`config.mk`:
```
export PLATFORM = sky130hd
export DESIGN_NAME = servo_pan_tracker_core
export DESIGN_NICKNAME = d
export VERILOG_FILES = /design/src/spt_pkg.sv /design/src/servo_pan_tracker_core.sv
export SDC_FILE = /design/constraint.sdc
export NUM_CORES = 2
export LEC_CHECK = 0
export BUFFER_PORTS_ARGS = -buffer_cell sky130_fd_sc_hd__buf_2
export CORE_AREA = 2 2 262 264
export DETAILED_ROUTE_END_ITERATION = 12
export DIE_AREA = 0 0 264 266
export PLACE_DENSITY_LB_ADDON = 0.05
export SYNTH_ARGS = -nofsm -noshare
export SYNTH_HDL_FRONTEND = slang
export SYNTH_SLANG_ARGS = --single-unit
```
`constraint.sdc`:
```
create_clock -name clk -period 12.6 [get_ports clk]
set_input_delay 0.63 -clock clk [delete_from_list [all_inputs] [get_ports clk]]
set_output_delay 0.63 -clock clk [all_outputs]
set_load 0.02 [all_outputs]
```
`src/spt_pkg.sv`:
```
// ----------------------------------------------------------------------------
// spt_pkg: shared types and constants for the servo pan tracker
// Field widths, register map, reset values and the sequencer state type.
// ----------------------------------------------------------------------------
`default_nettype none

package spt_pkg;

	// field widths
	localparam int X_W      = 12;   // pixel position / frame width
	localparam int ALPHA_W  = 9;    // Q1.8 EMA weight
	localparam int ANGLE_W  = 16;   // Q8.8 degrees
	localparam int DUTY_W   = 14;   // PWM duty count
	localparam int POS_W    = 20;   // Q12.8 smoothed position
	localparam int PADDR_W  = 5;
	localparam int PDATA_W  = 32;

	// serial divider geometry
	localparam int DIV_NUM_W = 30;  // dividend / quotient shift register
	localparam int DIV_DEN_W = 16;  // divisor and remainder
	localparam int CNT_W     = 5;

	// angle scale
	localparam logic [ANGLE_W-1:0] ANGLE_FULL = 16'd46080;  // 180 degrees
	localparam logic [ANGLE_W-1:0] ANGLE_HALF = 16'd23040;  // 90 degrees
	localparam logic [7:0]         DEG_SPAN   = 8'd180;

	// 46080 = 45 * 1024: ceil(2^26 / 45), exact for dividends below 2^20
	localparam logic [20:0] ANGLE_FULL_RCP = 21'd1491309;

	// iteration count (loaded as count - 1)
	localparam logic [CNT_W-1:0] ANG_ITERS  = 5'd27;  // 28-bit dividend

	// register reset values
	localparam logic [X_W-1:0]     SCENE_W_RST   = 12'd640;
	localparam logic [ALPHA_W-1:0] ALPHA_RST     = 9'd77;
	localparam logic [ANGLE_W-1:0] DEADBAND_RST  = 16'd512;
	localparam logic [DUTY_W-1:0]  DUTY_ZERO_RST = 14'd409;
	localparam logic [DUTY_W-1:0]  DUTY_FULL_RST = 14'd2047;
	localparam logic [POS_W-1:0]   SMOOTHED_RST  = 20'd81920;
	localparam logic [ALPHA_W-1:0] ALPHA_ONE     = 9'd256;

	// register indexes (word address)
	localparam logic [2:0] REG_SCENE_W     = 3'd0;
	localparam logic [2:0] REG_ALPHA       = 3'd1;
	localparam logic [2:0] REG_DEADBAND    = 3'd2;
	localparam logic [2:0] REG_DUTY_ZERO   = 3'd3;
	localparam logic [2:0] REG_DUTY_FULL   = 3'd4;

	// sequencer states
	typedef enum logic [3:0] {
		ST_IDLE,
		ST_CENTRE,
		ST_EMA_MUL,
		ST_EMA_ADD,
		ST_ANG_LOAD,
		ST_ANG_DIV,
		ST_ANG_CHK,
		ST_DUTY_MUL,
		ST_DUTY_LOAD,
		ST_DUTY_DIV,
		ST_DUTY_FIX,
		ST_EMIT
	} state_t;

endpackage

`default_nettype wire

```
`src/servo_pan_tracker_core.sv`:
```
// ----------------------------------------------------------------------------
// servo_pan_tracker_core: EMA-smoothed pan servo with deadband
// Smooths a tracked pixel position, maps it to a pan angle and emits a PWM
// duty whenever the angle moves by at least the deadband, and on every recenter.
// ----------------------------------------------------------------------------
// An update beat is taken in the idle state. When it moves the servo, it runs
// through the EMA, angle divide, deadband check and duty states to the emit
// state; an update that the deadband suppresses returns to idle from the
// deadband check. A recenter beat goes from the centre state to the emit
// state. The angle comes from one bit-serial restoring divider for
// smoothed*180/frame width (28 iterations); the duty interpolation divides by
// 46080 with a shift and a reciprocal multiply. item_stall stays high while a
// beat is being worked on; a finished result waits in the output register and
// the next item is taken meanwhile, but a second result holds the sequencer
// until the first has gone. The user must write registers over the APB port
// only while the block is idle; the block itself does not enforce this.
`default_nettype none

module servo_pan_tracker_core (
	input  wire logic                             clk,
	input  wire logic                             arst_n,
	// item channel
	input  wire logic                             item_valid,
	output      logic                             item_stall,
	input  wire logic                             operation,
	input  wire logic [spt_pkg::X_W-1:0]          pos_x,
	// result channel
	output      logic                             result_valid,
	input  wire logic                             result_stall,
	output      logic [spt_pkg::DUTY_W-1:0]       duty,
	output      logic [spt_pkg::ANGLE_W-1:0]      angle,
	// configuration
	input  wire logic                             psel,
	input  wire logic                             penable,
	input  wire logic                             pwrite,
	input  wire logic [spt_pkg::PADDR_W-1:0]      paddr,
	input  wire logic [spt_pkg::PDATA_W-1:0]      pwdata,
	output      logic [spt_pkg::PDATA_W-1:0]      prdata,
	output      logic                             pready
);
	import spt_pkg::*;

	// configuration registers
	logic [X_W-1:0]     scene_w_q;
	logic [ALPHA_W-1:0] alpha_q;
	logic [ANGLE_W-1:0] deadband_q;
	logic [DUTY_W-1:0]  duty_zero_q;
	logic [DUTY_W-1:0]  duty_full_q;

	// filter state
	logic [POS_W-1:0]   smoothed_q;
	logic [ANGLE_W-1:0] last_angle_q;

	// sequencer and datapath
	state_t                   state_q, state_d;
	logic [X_W-1:0]           x_q;
	logic signed [30:0]       mul_q;
	logic                     neg_q;
	logic [DIV_NUM_W-1:0]     quo_q;
	logic [DIV_DEN_W-1:0]     rem_q;
	logic [DIV_DEN_W-1:0]     den_q;
	logic [CNT_W-1:0]         cnt_q;
	logic [40:0]              rcp_q;
	logic [ANGLE_W-1:0]       angle_res_q;
	logic [DUTY_W-1:0]        duty_res_q;
	logic                     result_valid_q;
	logic [DUTY_W-1:0]        duty_q;
	logic [ANGLE_W-1:0]       angle_q;

	// control strobes
	logic item_acc;
	logic slot_free;
	logic emit_load;
	logic cfg_wr;

	// ------------------------------------------------------------------
	// configuration port
	// ------------------------------------------------------------------
	assign pready = 1'b1;
	assign cfg_wr = psel & penable & pwrite;

	always_ff @(posedge clk or negedge arst_n) begin
		if (!arst_n) begin
			scene_w_q   <= SCENE_W_RST;
			alpha_q     <= ALPHA_RST;
			deadband_q  <= DEADBAND_RST;
			duty_zero_q <= DUTY_ZERO_RST;
			duty_full_q <= DUTY_FULL_RST;
		end else if (cfg_wr) begin
			case (paddr[4:2])
				REG_SCENE_W:     scene_w_q   <= pwdata[X_W-1:0];
				REG_ALPHA:       alpha_q     <= pwdata[ALPHA_W-1:0];
				REG_DEADBAND:    deadband_q  <= pwdata[ANGLE_W-1:0];
				REG_DUTY_ZERO:   duty_zero_q <= pwdata[DUTY_W-1:0];
				REG_DUTY_FULL:   duty_full_q <= pwdata[DUTY_W-1:0];
				default: ;
			endcase
		end
	end

	always_comb begin
		case (paddr[4:2])
			REG_SCENE_W:     prdata = PDATA_W'(scene_w_q);
			REG_ALPHA:       prdata = PDATA_W'(alpha_q);
			REG_DEADBAND:    prdata = PDATA_W'(deadband_q);
			REG_DUTY_ZERO:   prdata = PDATA_W'(duty_zero_q);
			REG_DUTY_FULL:   prdata = PDATA_W'(duty_full_q);
			default:         prdata = '0;
		endcase
	end

	// ------------------------------------------------------------------
	// effective operands
	// ------------------------------------------------------------------
	logic [X_W-1:0]     fw_eff;
	logic [ALPHA_W-1:0] a_eff;
	logic signed [14:0] span;

	assign fw_eff = (scene_w_q == '0) ? X_W'(1) : scene_w_q;
	assign a_eff  = (alpha_q > ALPHA_ONE) ? ALPHA_ONE : alpha_q;
	assign span   = $signed({1'b0, duty_full_q}) - $signed({1'b0, duty_zero_q});

	// ------------------------------------------------------------------
	// arithmetic
	// ------------------------------------------------------------------
	// EMA step: a * ((x<<8) - s)
	logic signed [20:0] ema_diff;
	logic signed [30:0] ema_prod;
	assign ema_diff = $signed({1'b0, x_q, 8'd0}) - $signed({1'b0, smoothed_q});
	assign ema_prod = $signed({1'b0, a_eff}) * ema_diff;

	// EMA add: s + ((prod + 128) >>> 8), rounding half up
	logic signed [30:0] ema_rnd;
	logic signed [30:0] ema_sh;
	logic [20:0]        ema_sum;
	assign ema_rnd = mul_q + 31'sd128;
	assign ema_sh  = ema_rnd >>> 8;
	assign ema_sum = {1'b0, smoothed_q} + ema_sh[20:0];

	// angle dividend: s * 180
	logic [27:0] ang_num;
	assign ang_num = 28'(smoothed_q) * 28'(DEG_SPAN);

	// divider step
	logic [DIV_DEN_W:0]   div_trial;
	logic                 div_ge;
	logic [DIV_DEN_W:0]   div_diff;
	assign div_trial = {rem_q, quo_q[DIV_NUM_W-1]};
	assign div_ge    = div_trial >= {1'b0, den_q};
	assign div_diff  = div_trial - {1'b0, den_q};

	// angle saturation and deadband test
	logic [ANGLE_W-1:0] ang_sat;
	logic [ANGLE_W-1:0] ang_delta;
	logic               ang_move;
	assign ang_sat   = (quo_q[27:0] > 28'(ANGLE_FULL)) ? ANGLE_FULL : quo_q[ANGLE_W-1:0];
	assign ang_delta = (ang_sat >= last_angle_q) ? ang_sat - last_angle_q
	                                             : last_angle_q - ang_sat;
	assign ang_move  = ang_delta >= deadband_q;

	// duty product: angle * span
	logic signed [31:0] duty_prod;
	logic signed [30:0] duty_neg;
	assign duty_prod = $signed({1'b0, angle_res_q}) * span;
	assign duty_neg  = -mul_q;

	// |product| / 46080: drop 10 bits, then multiply by the reciprocal of 45.
	// An exact multiple of 45 leaves a fraction below the reciprocal itself.
	logic [40:0] rcp_prod;
	logic [14:0] duty_quo;
	logic        duty_inexact;
	assign rcp_prod     = 41'(quo_q[DIV_NUM_W-1:10]) * 41'(ANGLE_FULL_RCP);
	assign duty_quo     = rcp_q[40:26];
	assign duty_inexact = (quo_q[9:0] != '0) || (rcp_q[25:0] >= 26'(ANGLE_FULL_RCP));

	// floored quotient applied to duty_at_zero
	logic [14:0] duty_qm;
	logic [15:0] duty_sum;
	assign duty_qm  = duty_quo + {14'd0, neg_q & duty_inexact};
	assign duty_sum = neg_q ? ({2'b00, duty_zero_q} - {1'b0, duty_qm})
	                        : ({2'b00, duty_zero_q} + {1'b0, duty_qm});

	// recenter duty: zero + floor(span / 2)
	logic signed [14:0] centre_half;
	logic signed [14:0] centre_sum;
	assign centre_half = span >>> 1;
	assign centre_sum  = $signed({1'b0, duty_zero_q}) + centre_half;

	// ------------------------------------------------------------------
	// sequencer: next state
	// ------------------------------------------------------------------
	always_comb begin
		state_d = state_q;
		case (state_q)
			ST_IDLE: begin
				if (item_valid) state_d = operation ? ST_CENTRE : ST_EMA_MUL;
			end
			ST_CENTRE:    state_d = ST_EMIT;
			ST_EMA_MUL:   state_d = ST_EMA_ADD;
			ST_EMA_ADD:   state_d = ST_ANG_LOAD;
			ST_ANG_LOAD:  state_d = ST_ANG_DIV;
			ST_ANG_DIV: begin
				if (cnt_q == '0) state_d = ST_ANG_CHK;
			end
			ST_ANG_CHK:   state_d = ang_move ? ST_DUTY_MUL : ST_IDLE;
			ST_DUTY_MUL:  state_d = ST_DUTY_LOAD;
			ST_DUTY_LOAD: state_d = ST_DUTY_DIV;
			ST_DUTY_DIV:  state_d = ST_DUTY_FIX;
			ST_DUTY_FIX:  state_d = ST_EMIT;
			ST_EMIT: begin
				if (slot_free) state_d = ST_IDLE;
			end
			default:      state_d = ST_IDLE;
		endcase
	end

	// ------------------------------------------------------------------
	// sequencer: outputs
	// ------------------------------------------------------------------
	always_comb begin
		item_stall = 1'b1;
		emit_load  = 1'b0;
		case (state_q)
			ST_IDLE: item_stall = 1'b0;
			ST_EMIT: emit_load  = slot_free;
			default: ;
		endcase
	end

	assign item_acc  = item_valid & ~item_stall;
	assign slot_free = ~result_valid_q | ~result_stall;

	always_ff @(posedge clk or negedge arst_n) begin
		if (!arst_n) state_q <= ST_IDLE;
		else         state_q <= state_d;
	end

	// ------------------------------------------------------------------
	// filter state
	// ------------------------------------------------------------------
	always_ff @(posedge clk or negedge arst_n) begin
		if (!arst_n) begin
			smoothed_q   <= SMOOTHED_RST;
			last_angle_q <= ANGLE_HALF;
		end else begin
			case (state_q)
				ST_CENTRE: begin
					smoothed_q   <= {1'b0, fw_eff, 7'd0};
					last_angle_q <= ANGLE_HALF;
				end
				ST_EMA_ADD: smoothed_q <= ema_sum[POS_W-1:0];
				ST_ANG_CHK: begin
					if (ang_move) last_angle_q <= ang_sat;
				end
				default: ;
			endcase
		end
	end

	// ------------------------------------------------------------------
	// datapath registers
	// ------------------------------------------------------------------
	always_ff @(posedge clk) begin
		if (item_acc) x_q <= pos_x;
		case (state_q)
			ST_CENTRE: begin
				angle_res_q <= ANGLE_HALF;
				duty_res_q  <= centre_sum[DUTY_W-1:0];
			end
			ST_EMA_MUL: mul_q <= ema_prod;
			ST_ANG_LOAD: begin
				quo_q <= {ang_num, 2'b00};
				rem_q <= '0;
				den_q <= DIV_DEN_W'(fw_eff);
				cnt_q <= ANG_ITERS;
			end
			ST_ANG_DIV: begin
				quo_q <= {quo_q[DIV_NUM_W-2:0], div_ge};
				rem_q <= div_ge ? div_diff[DIV_DEN_W-1:0] : div_trial[DIV_DEN_W-1:0];
				cnt_q <= cnt_q - CNT_W'(1);
			end
			ST_ANG_CHK:  angle_res_q <= ang_sat;
			ST_DUTY_MUL: mul_q <= duty_prod[30:0];
			ST_DUTY_LOAD: begin
				neg_q <= mul_q[30];
				quo_q <= mul_q[30] ? duty_neg[DIV_NUM_W-1:0] : mul_q[DIV_NUM_W-1:0];
			end
			ST_DUTY_DIV: rcp_q <= rcp_prod;
			ST_DUTY_FIX: duty_res_q <= duty_sum[DUTY_W-1:0];
			default: ;
		endcase
	end

	// ------------------------------------------------------------------
	// output register
	// ------------------------------------------------------------------
	always_ff @(posedge clk or negedge arst_n) begin
		if (!arst_n)        result_valid_q <= 1'b0;
		else if (emit_load) result_valid_q <= 1'b1;
		else if (!result_stall) result_valid_q <= 1'b0;
	end

	always_ff @(posedge clk) begin
		if (emit_load) begin
			duty_q  <= duty_res_q;
			angle_q <= angle_res_q;
		end
	end

	assign result_valid = result_valid_q;
	assign duty         = duty_q;
	assign angle        = angle_q;

endmodule

`default_nettype wire

```
==> metrics.yaml <==
setup_path:
  critPathMostFrequentCell: "fa_1"
  cp_slowest_cell: "clkinv_1"
  worstReg2RegStart: "duty_full_q[0]$_DFFE_PN1P_"
  path_class: "reg -> reg"
  worstPathRequired_ps: 12920
  r2r_setup_slack_ps: 2490
  crit_arrival_ps: 10430
  critPathMaxFanout: 11
  cp-start-kind: "flop"
  r2r-end: "mul_q[30]$_DFFE_PP_"
  r2r_cells: 31
  crit_path_max_incr_delay_ps: 800
  endpoint_kind: "flop"
layout:
  layout.nets: 5836
  layout.cells.non_filler: 5641
  syn_to_final_growth_pct: 6.11
  layout-drive-gt1-share_pct: 6.24
yosys:
  synthCells: 4706
  yosysTopAreaCell: "fa_1"
  netlist_top_cells_count: "inv_1 (834), ha_1 (552), fa_1 (499)"
  synth_seq_area_share_pct: 20.4
  synth_top_area_share_pct: 22.9
  synth.ff_latch_count: 313
  yosysWarnings: 0
  ys_types: 74
  synth.area.top_cells: "fa_1 (23%), ha_1 (16%), edfxtp_1 (14%), inv_1 (7.2%), dfrtp_1 (4.4%)"
  synth_area_sq_um: 43600
  postSynthAreaPerCell_sq_um: 9.26
  synth.most_common_cell: "inv_1"
  synth_edf_count: 207
  synth_ff_type: "edfxtp_1"
  synthArstFlopShare_pct: 33.9
timing:
  finalClockSkew_ps: 52.3
  max_freq_mhz: 98.9
  fin_crit_ps: 10110
  slew_headroom_pct: 19.9
  fin_ws_ps: 2490
  period_share_pct: 80.2
  worstMarginPinSlew_ps: 1200
  finalHoldViolCount: 0
  tns_ps: 0
  setup_viol: 0
  rsz0062_at_grt: "false"
  final_max_slew_viol_count: 0
clock_network:
  clk_path_buf_depth: 3
  post_cts_buffers: 0
  htreeDepth: 2
  cts_tree: "yes"
  ctsResizeCount: 0
  cts.sinks: 313
  clockRootBuffer: "clkbuf_16"
  ctsHoldBuffers: 0
  clk_pin_slew_worst_paths_ps: 60
  cts_made_buffers: 40
  insertion_delay_ps: 590
grt:
  grt_pass1_vias: 33900
  grt_pass1_wl_mm: 182
  grt_max_degree: 66
  antenna_found_initial: 4
  grt-ovfl-total: 0
  track_usage_pct: 33.0
flow_run:
  max_cap_viol_count: 0
floorplanning:
  initial_utilization_pct: 64.3
  rows: 96
  top_level_ports: 122
  die_w_um: 264
  dieArea_sq_um: 70200
  core_region_area_sq_um: 67700
  die_h_um: 266
placement:
  place_hpwl_mm: 91.1
  place_inst: 5568
  place_congestion: 0.929
  place_ws_ps: 2650
  io_buffers: 86
detailed_routing:
  drtPass1Iterations: 6
  antenna_left: 0
  totalWireLength_mm: 112
  num_vias: 32900
  drtIter0Drc: 1954
  drc: 0
  vias_per_cell: 5.83
  post_drt_wl_per_cell_um: 19.9
hold_path:
  hold_class: "in -> async"
status:
  status: "finished, final reports clean"
through the flow:
step | area, sq um | utilization (%) | hold slack [ps]
3_3_place_gp | 44900 | 66.2 | 400
2_1_floorplan | 43600 | - | 334
3_5_place_dp | 44900 | 66.2 | 405
4_1_cts | 46200 | 68.3 | 53.4
6_report | 46200 | 68.3 | 51.7
5_1_grt | 46200 | 68.3 | 81.7
placed cells by master (no fill, tap or decap), drive strengths merged, types with 15 or more instances in the layout:
cell and n:
xor2 116, mux2 38, edfxtp 207, a21oi 195
o31ai 25, o21ai 201, a31oi 25, nor4 15
dfstp 29, a22oi 24, nor2 287, or3 33
fa 499, a211oi 26, conb 17, ha 552
clkbuf 51, dfrtp 77, nand2b 52, nand3 65
mux2i 70, o21a 21, a21o 83, and2 107
nor3 59, o21bai 24, nand2 435, nor2b 64
nand4 17, inv 836, xnor2 168, clkinv 17
buf 123, and3 33
kinds of logic after synthesis:
| logic type | synth area share [%] |
|---|---|
| muxes | 2.59 |
| buffers and inverters | 8.73 |
| adders and majority gates | 38.8 |
| xor gates and xnor gates | 5.71 |
| DFF | 20.4 |
| other | 0.0172 |
| AOI/OAI and AO/OA | 10.6 |
| and+or+nand+nor | 13.1 |
registers in the layout (all words and copies together), names as in the netlist, 4 cells and up:
register,cells
rcp_q,40
mul_q,31
quo_q,30
smoothed_q,20
angle,16
angle_res_q,16
deadband_q,16
last_angle_q,16
rem_q,16
duty,14
duty_full_q,14
duty_res_q,14
duty_zero_q,14
den_q,12
scene_w_q,12
x_q,12
alpha_q,9
cnt_q,5
state_q,4
layout make-up:
class	count	area [sq um]
well taps	882	1100
fillers	5570	21500
repair buffers	123	711
diodes	1	2.50
clock inverters	21	289
inverters	837	3140
multi-input cells	3413	31000
clock buffers	51	1090
flip-flops and latches	313	8900
worst max-delay path: cells and delay by family, from the launching register on:
kind | cells | cell delay (ps)
muxes | 1 | 80
and+or+nand+nor | 2 | 480
AOI/OAI and AO/OA | 12 | 3440
DFF | 1 | 530
xor gates and xnor gates | 1 | 160
buffers and inverters | 6 | 1060
adders and majority gates | 9 | 4050
layer usage:
layer / track usage, % / share of wire, % / vias to the layer above
met4: 12.7 / 4.2 / 6
li1: - / - / 15400
met1: 42.3 / 41 / 16300
met3: 4.37 / 5.7 / 257
met5: 0 / 0.042 / -
met2: 56.9 / 49 / 899
worst max-delay path by stage:
stage | startpoint | cells past startpoint | slack, ps | to
after floorplan | duty_full_q[0]$_DFFE_PN1P_ | 32 | 4210 | mul_q[30]$_DFFE_PP_
after global placement | duty_full_q[0]$_DFFE_PN1P_ | 31 | 2690 | mul_q[30]$_DFFE_PP_
after detailed placement | duty_full_q[0]$_DFFE_PN1P_ | 31 | 2650 | mul_q[30]$_DFFE_PP_
after CTS | duty_full_q[0]$_DFFE_PN1P_ | 31 | 2610 | mul_q[30]$_DFFE_PP_
after global routing | duty_full_q[0]$_DFFE_PN1P_ | 31 | 1880 | mul_q[30]$_DFFE_PP_
final | duty_full_q[0]$_DFFE_PN1P_ | 31 | 2490 | mul_q[30]$_DFFE_PP_
Power is not shown: default switching activity piles up to over one toggle a cycle in this logic, so the estimate is an artifact.
